File: config.mk
export PLATFORM = sky130hd
export DESIGN_NAME = sha256_hash_engine
export DESIGN_NICKNAME = d
export VERILOG_FILES = /design/src/rtl/core/sha256_pkg.sv /design/src/rtl/core/sha256_hash_engine.sv
export SDC_FILE = /design/constraint.sdc
export NUM_CORES = 2
export LEC_CHECK = 0
export ABC_CLOCK_PERIOD_IN_PS = 19700
export BUFFER_PORTS_ARGS = -buffer_cell sky130_fd_sc_hd__buf_2
export CELL_PAD_IN_SITES_DETAIL_PLACEMENT = 0
export CELL_PAD_IN_SITES_GLOBAL_PLACEMENT = 1
export CORE_UTILIZATION = 52
export DETAILED_ROUTE_END_ITERATION = 10
export PLACE_DENSITY = 0.81
export SETUP_SLACK_MARGIN = 0.5
export SLEW_MARGIN = 20
export SYNTH_ARGS = -nofsm -noshare
export SYNTH_HDL_FRONTEND = slang
export SYNTH_SLANG_ARGS = --single-unit
File: constraint.sdc
create_clock -name clk -period 19.7 [get_ports clk]
set_input_delay 1.97 -clock clk [delete_from_list [all_inputs] [get_ports clk]]
set_output_delay 1.97 -clock clk [all_outputs]
set_load 0.1 [all_outputs]
File: src/rtl/core/sha256_pkg.sv
`default_nettype none

package sha256_pkg;

  typedef enum logic [2:0] {
    ST_IDLE,
    ST_PAD,
    ST_ROUND,
    ST_ADD,
    ST_OUT
  } state_t;

  localparam int unsigned BlockWords = 16;
  localparam int unsigned Rounds     = 64;
  localparam int unsigned TotalBits  = 61;

  localparam logic [31:0] PAD_MARK = 32'h8000_0000;

  localparam logic [31:0] INITIAL_HASH [0:7] = '{
    32'h6a09e667, 32'hbb67ae85, 32'h3c6ef372, 32'ha54ff53a,
    32'h510e527f, 32'h9b05688c, 32'h1f83d9ab, 32'h5be0cd19
  };

  localparam logic [31:0] ROUND_K [0:63] = '{
    32'h428a2f98, 32'h71374491, 32'hb5c0fbcf, 32'he9b5dba5,
    32'h3956c25b, 32'h59f111f1, 32'h923f82a4, 32'hab1c5ed5,
    32'hd807aa98, 32'h12835b01, 32'h243185be, 32'h550c7dc3,
    32'h72be5d74, 32'h80deb1fe, 32'h9bdc06a7, 32'hc19bf174,
    32'he49b69c1, 32'hefbe4786, 32'h0fc19dc6, 32'h240ca1cc,
    32'h2de92c6f, 32'h4a7484aa, 32'h5cb0a9dc, 32'h76f988da,
    32'h983e5152, 32'ha831c66d, 32'hb00327c8, 32'hbf597fc7,
    32'hc6e00bf3, 32'hd5a79147, 32'h06ca6351, 32'h14292967,
    32'h27b70a85, 32'h2e1b2138, 32'h4d2c6dfc, 32'h53380d13,
    32'h650a7354, 32'h766a0abb, 32'h81c2c92e, 32'h92722c85,
    32'ha2bfe8a1, 32'ha81a664b, 32'hc24b8b70, 32'hc76c51a3,
    32'hd192e819, 32'hd6990624, 32'hf40e3585, 32'h106aa070,
    32'h19a4c116, 32'h1e376c08, 32'h2748774c, 32'h34b0bcb5,
    32'h391c0cb3, 32'h4ed8aa4a, 32'h5b9cca4f, 32'h682e6ff3,
    32'h748f82ee, 32'h78a5636f, 32'h84c87814, 32'h8cc70208,
    32'h90befffa, 32'ha4506ceb, 32'hbef9a3f7, 32'hc67178f2
  };

  function automatic logic [31:0] rotr(input logic [31:0] x, input int unsigned n);
    rotr = (x >> n) | (x << (32 - n));
  endfunction

  function automatic logic [31:0] big_sigma0(input logic [31:0] x);
    big_sigma0 = rotr(x, 2) ^ rotr(x, 13) ^ rotr(x, 22);
  endfunction

  function automatic logic [31:0] big_sigma1(input logic [31:0] x);
    big_sigma1 = rotr(x, 6) ^ rotr(x, 11) ^ rotr(x, 25);
  endfunction

  function automatic logic [31:0] small_sigma0(input logic [31:0] x);
    small_sigma0 = rotr(x, 7) ^ rotr(x, 18) ^ (x >> 3);
  endfunction

  function automatic logic [31:0] small_sigma1(input logic [31:0] x);
    small_sigma1 = rotr(x, 17) ^ rotr(x, 19) ^ (x >> 10);
  endfunction

endpackage

`default_nettype wire

File: src/rtl/core/sha256_hash_engine.sv
`default_nettype none

// SHA-256 engine. Message words are taken one per cycle while the engine is
// idle; each item is a big-endian word with a count of valid leading bytes,
// and a short word or a flagged final word closes the message. A full block
// of 16 words is compressed by one shared round unit, one round per cycle, and
// the result is then folded into the chaining value; no item is taken during
// the rounds or the fold. After the final word the padding and 64-bit bit
// length are shifted into the schedule window one word per cycle, with one or
// two closing compressions, and the eight digest words then leave one per
// accepted cycle, word 0 first, the last one flagged.
module sha256_hash_engine (
  input  wire logic        clk,
  input  wire logic        rst,
  input  wire logic        in_valid,
  output logic             in_stall,
  input  wire logic [31:0] data_word,
  input  wire logic [2:0]  byte_count,
  input  wire logic        final_word,
  output logic             out_valid,
  input  wire logic        out_stall,
  output logic [31:0]      digest_word,
  output logic [2:0]       digest_index,
  output logic             last_result
);
  import sha256_pkg::*;

  state_t state, state_next;

  // schedule window: win[0] is the word for the current round
  logic [31:0] win [0:BlockWords-1];
  logic [31:0] chain [0:7];
  logic [31:0] vars [0:7];
  logic [4:0]  word_cnt;
  logic [5:0]  rnd;
  logic [2:0]  out_idx;
  logic [TotalBits-1:0] total;
  logic        mark_pending;
  logic        last_block;
  logic        ending;

  logic        in_acc, out_acc;
  logic [2:0]  cnt_eff;
  logic        fin_eff;
  logic [31:0] keep_mask, mark_bits, word_in;
  logic [31:0] pad_word, sched_word;
  logic        shift_en;
  logic [31:0] shift_word;
  logic [31:0] t1, t2;

  assign in_acc  = in_valid && !in_stall;
  assign out_acc = out_valid && !out_stall;

  always_comb begin
    cnt_eff = (byte_count > 3'd4) ? 3'd4 : byte_count;
    fin_eff = final_word || (cnt_eff != 3'd4);
    case (cnt_eff)
      3'd0:    begin keep_mask = 32'h0000_0000; mark_bits = 32'h8000_0000; end
      3'd1:    begin keep_mask = 32'hff00_0000; mark_bits = 32'h0080_0000; end
      3'd2:    begin keep_mask = 32'hffff_0000; mark_bits = 32'h0000_8000; end
      3'd3:    begin keep_mask = 32'hffff_ff00; mark_bits = 32'h0000_0080; end
      default: begin keep_mask = 32'hffff_ffff; mark_bits = 32'h0000_0000; end
    endcase
    word_in = (data_word & keep_mask) | mark_bits;
  end

  // padding word for the next free slot of the block
  always_comb begin
    if (mark_pending) begin
      pad_word = PAD_MARK;
    end else if (word_cnt == 5'd14) begin
      pad_word = total[TotalBits-1:TotalBits-32];
    end else if (word_cnt == 5'd15 && last_block) begin
      pad_word = {total[TotalBits-33:0], 3'b000};
    end else begin
      pad_word = 32'h0;
    end
  end

  always_comb begin
    sched_word = small_sigma1(win[14]) + win[9] + small_sigma0(win[1]) + win[0];
    t1 = vars[7] + big_sigma1(vars[4])
       + ((vars[4] & vars[5]) ^ (~vars[4] & vars[6])) + ROUND_K[rnd] + win[0];
    t2 = big_sigma0(vars[0])
       + ((vars[0] & vars[1]) ^ (vars[0] & vars[2]) ^ (vars[1] & vars[2]));
  end

  always_comb begin
    shift_en   = 1'b0;
    shift_word = sched_word;
    if (in_acc) begin
      shift_en   = 1'b1;
      shift_word = word_in;
    end else if (state == ST_PAD && !word_cnt[4]) begin
      shift_en   = 1'b1;
      shift_word = pad_word;
    end else if (state == ST_ROUND) begin
      shift_en   = 1'b1;
    end
  end

  // next state
  always_comb begin
    state_next = state;
    unique case (state)
      ST_IDLE: begin
        if (in_valid) begin
          if (fin_eff) begin
            state_next = ST_PAD;
          end else if (word_cnt == 5'd15) begin
            state_next = ST_ROUND;
          end
        end
      end
      ST_PAD: begin
        if (word_cnt[4]) begin
          state_next = ST_ROUND;
        end
      end
      ST_ROUND: begin
        if (rnd == 6'(Rounds - 1)) begin
          state_next = ST_ADD;
        end
      end
      ST_ADD: begin
        if (last_block) begin
          state_next = ST_OUT;
        end else if (ending) begin
          state_next = ST_PAD;
        end else begin
          state_next = ST_IDLE;
        end
      end
      ST_OUT: begin
        if (!out_stall && out_idx == 3'd7) begin
          state_next = ST_IDLE;
        end
      end
      default: state_next = ST_IDLE;
    endcase
  end

  // handshake outputs
  always_comb begin
    in_stall     = (state != ST_IDLE);
    out_valid    = (state == ST_OUT);
    digest_word  = chain[out_idx];
    digest_index = out_idx;
    last_result  = (out_idx == 3'd7);
  end

  always_ff @(posedge clk) begin
    if (shift_en) begin
      for (int i = 0; i < BlockWords - 1; i++) begin
        win[i] <= win[i+1];
      end
      win[BlockWords-1] <= shift_word;
    end
    if (state == ST_ROUND) begin
      vars[0] <= t1 + t2;
      vars[1] <= vars[0];
      vars[2] <= vars[1];
      vars[3] <= vars[2];
      vars[4] <= vars[3] + t1;
      vars[5] <= vars[4];
      vars[6] <= vars[5];
      vars[7] <= vars[6];
    end else if (state_next == ST_ROUND) begin
      for (int i = 0; i < 8; i++) begin
        vars[i] <= chain[i];
      end
    end
  end

  always_ff @(posedge clk) begin
    if (rst) begin
      state        <= ST_IDLE;
      word_cnt     <= '0;
      rnd          <= '0;
      out_idx      <= '0;
      total        <= '0;
      mark_pending <= 1'b0;
      last_block   <= 1'b0;
      ending       <= 1'b0;
      for (int i = 0; i < 8; i++) begin
        chain[i] <= INITIAL_HASH[i];
      end
    end else begin
      state <= state_next;
      if (in_acc) begin
        word_cnt <= word_cnt + 5'd1;
        total    <= total + TotalBits'(cnt_eff);
        if (fin_eff) begin
          ending       <= 1'b1;
          mark_pending <= (cnt_eff == 3'd4);
        end
      end else if (state == ST_PAD && !word_cnt[4]) begin
        word_cnt     <= word_cnt + 5'd1;
        mark_pending <= 1'b0;
        if (!mark_pending && word_cnt == 5'd14) begin
          last_block <= 1'b1;
        end
      end
      if (state == ST_ROUND) begin
        rnd <= rnd + 6'd1;
      end else begin
        rnd <= '0;
      end
      if (state == ST_ADD) begin
        word_cnt <= '0;
        for (int i = 0; i < 8; i++) begin
          chain[i] <= chain[i] + vars[i];
        end
      end
      if (out_acc) begin
        out_idx <= out_idx + 3'd1;
        if (out_idx == 3'd7) begin
          // start a fresh message
          total      <= '0;
          ending     <= 1'b0;
          last_block <= 1'b0;
          for (int i = 0; i < 8; i++) begin
            chain[i] <= INITIAL_HASH[i];
          end
        end
      end
    end
  end

endmodule

`default_nettype wire

==> summary.txt <==
Floorplan
  – Die height: 365 µm
  – Die ar.: 0.133 mm²
  – Placement Rows: 132
  – Core area: 0.130 mm²
  – Chip width: about 360 µm
  – Initial core utilization: 0.526
  – IO Pins: 78

Hold path
  – Hold Path Sink: win[0][32]
  – Worst hold path startpoint: win[0][64]
  – Hold Crit Class: register to register
  – Hold path depth: 0

Clock network
  – Max H-tree Level: 3
  – Longest Clk Path Bufs: 3
  – Post-CTS Setup Bufs: 0
  – Sink Count: 1,108
  – Clock latency on the worst-skew pair: between 800 and 900 ps
  – Reg clk slew, reported paths: 60 ps
  – CTS resizes: 0
  – CTS tree: yes
  – # hold bufs at CTS: 0
  – Root buf cell: clkbuf_16
  – CTS buffer count: 118

Setup path
  – Critical path class: register to register
  – Reg2Reg Setup Slack: 8450 ps
  – Slowest CP cell: nor2_1
  – CP arrival: 11,690 ps
  – Startpoint Class: register
  – R2R Path Start: rnd[0]
  – Crit path largest cell delay: 780 ps
  – Crit end category: register
  – Worst R2R End: vars[0][31]
  – CP max FO: 16
  – CP Depth: 39
  – CP delay by family, top: compound AO/OA/AOI/OAI gates
  – Buf+Inv Stages, Crit Path: 7
  – R2R cell count: 39
  – Most common cell on crit path: inv_1
  – Critical Path RT: 20,140 ps

GRT
  – GRT Total Usage: 0.321
  – Total congestion overflow: 0
  – Vias in the first global route: 47,500
  – Largest net degree at the start of global routing: between 90 and 100
  – First-pass GRT wire length: 314,000 µm
  – Initial antenna violation count: 4

Timing
  – Final setup violation count: 0
  – Final Worst Setup Slack: around 8500 ps
  – Setup tns final: 0 ps
  – Fmax: 88.9 MHz
  – Slew HR: 0.262
  – Least-Margin Pin Slew: 1110 ps
  – RSZ-0062 raised after global routing: no
  – Final Hold Fails: 0
  – Final period utilization: 0.571
  – Final slew viol count: 0
  – Fin Clk Skew: 118 ps
  – Fin crit period: 11,250 ps

Logic synthesis
  – Sequential area share after synthesis: 0.455
  – Distinct cells, synth: 92
  – EDFF count, synth: approximately 900
  – Synth Cell Area: 0.0684 mm²
  – Mapped Cells: 6,575
  – Post-synth top flop: edfxtp_1
  – Post-synth ARST share: 0
  – Yosys reg bits: 1,108
  – Synth Area per Inst: roughly 10 µm²
  – Ys Warns: 0
  – Mapped Nets: between 7,000 and 8,000

Cells and area
  – Area growth syn-to-layout: 9.03%
  – Layout cell share with drive strength beyond 1: 0.0766
  – Commonest non-fill, non-tap cell in the layout: nand2_1
  – Final Core Density: 0.574
  – Final Non-Filler Cells: 8,399
  – Commonest non-fill, non-tap cells in the layout: nand2_1, edfxtp_1, a21oi_1, ha_1, xnor2_1
  – Final nets: just over 7,000

Drt
  – DR WL met2: 98,600 µm
  – M1 WL: between 90,000 and 100,000 µm
  – DRC: 0
  – Drt wl/cell: between 20 and 30 µm
  – Via density: 6.03
  – Vias post-DR: 50,700
  – Wire length on met3: roughly 17,000 µm
  – TritonRoute pass-1 iters: 6
  – DR iter-0 viols: between 5,000 and 6,000
  – Routed wire length: 215,000 µm
  – Top sig layer: met4
  – ANT nets after route: 0

Power and ir drop
  – Psw: 3460 µW
  – Flop pwr share: 0.335
  – Switching share of total power: 0.378
  – Internal power: 5700 µW
  – LEAKAGE: 0.0289 µW
  – Clock power frac: 0.258
  – Logic gate share of total power: 0.406
  – Tot Pwr: just over 9000 µW
  – VDD IR max: 0.267 mV
  – Power Dens Cells: 123 mW/mm²

Run status
  – Status: completed

Placement
  – Port bufs: 77
  – Dpl hpwl: 159,000 µm
  – Worst slack, placed: 8830 ps
  – Post-Place Cells: between 8,000 and 9,000
  – Placer congestion estimate: between 0.9 and 1

Job
  – Max-Cap Viols: 0
-- through the flow --
stage,hold slack [ps],area (µm²)
after floorplan,400,68400
after global placement,400,70500
after detailed placement,405,70500
after CTS,384,74600
after global routing,384,74600
final,393,74600
-- sequential cells by signal, summed over array words and instances (netlist names), named ones only --
| signal | flops |
|---|---|
| win | 512 |
| rnd | 6 |
| state | 3 |
| last_block | 1 |
| total | 61 |
| ending | 1 |
| word_cnt | 5 |
| vars | 256 |
| chain | 256 |
| mark_pending | 1 |
| digest_index | 3 |
-- metal layers --
layer  global-route usage  vias up
li1                     -    23500
met1                0.442    24800
met2                0.509     2049
met3               0.0580      364
met4                0.109        0
met5                    0        -
-- cells in the mapped netlist, drive strengths merged (9+ instances only) --
cell type,number,area share
nor2b,49,0.0045
a311oi,11,0.0014
o21bai,61,0.0067
nor3,117,0.0088
clkbuf,251,0.014
a31o,10,0.0013
dfxtp,212,0.062
and2,21,0.0019
ha,401,0.073
nand4,30,0.0027
mux4,69,0.023
a211o,18,0.0023
fa,196,0.057
o31ai,25,0.0027
nor4,14,0.0016
o21ai,386,0.028
o2111ai,10,0.0013
mux2i,16,0.0023
a21o,191,0.021
or3,32,0.0029
nand3,128,0.0094
a211oi,61,0.0067
inv,339,0.019
edfxtp,896,0.39
o311ai,14,0.0018
xnor2,386,0.049
a221o,11,0.0016
buf,30,0.0019
o22ai,14,0.0013
a22o,10,0.0013
nor2,381,0.021
xor2,233,0.030
a21oi,499,0.037
and4,12,0.0016
o211ai,39,0.0043
nand3b,9,0.00099
a31oi,50,0.0046
nor3b,11,0.0012
o21a,60,0.0066
and3,43,0.0039
mux2,55,0.0091
nand2,976,0.054
nand2b,71,0.0065
or2,20,0.0019
-- power by group through the flow --
stage                     Sequential, µW  Combinational (µW)  Clock (µW)
after floorplan                     3070                2510           0
after global placement              3100                3640           0
after detailed placement            3110                3640           0
after CTS                           3070                3680        2400
after global routing                3080                4070        2480
final                               3070                3720        2370
-- worst max-delay path by stage --
stage / start / endpoint
2_1_floorplan: in_valid / win[0][0]
4_1_cts: rnd[0] / vars[0][31]
3_5_place_dp: rnd[0] / vars[0][31]
6_report: rnd[0] / vars[0][31]
3_3_place_gp: rnd[0] / vars[0][31]
5_1_grt: rnd[0] / vars[0][31]
-- layout make-up --
class                           count  area [µm²]
Fill cell                       11200       55400
Multi-Input combinational cell   4844       35000
Sequential cell                  1108       31200
Clock buffer                      149        3120
Tap cell                         1742        2180
Inverter                          342        1290
Clock inverter                     74         981
Timing Repair Buffer              139         875
Antenna cell                        1        2.50
-- cells by family after synthesis --
kind of cell | after synthesis | share of synthesized area
xor gates and xnor gates | 619 | 0.0792
DFF | 1108 | 0.455
adders and majority gates | 601 | 0.131
AOI/OAI and AO/OA | 1561 | 0.142
and+or+nand+nor | 1923 | 0.124
buffers and inverters | 623 | 0.0344
muxes | 140 | 0.0341
Power figures use the tool's default switching activity.
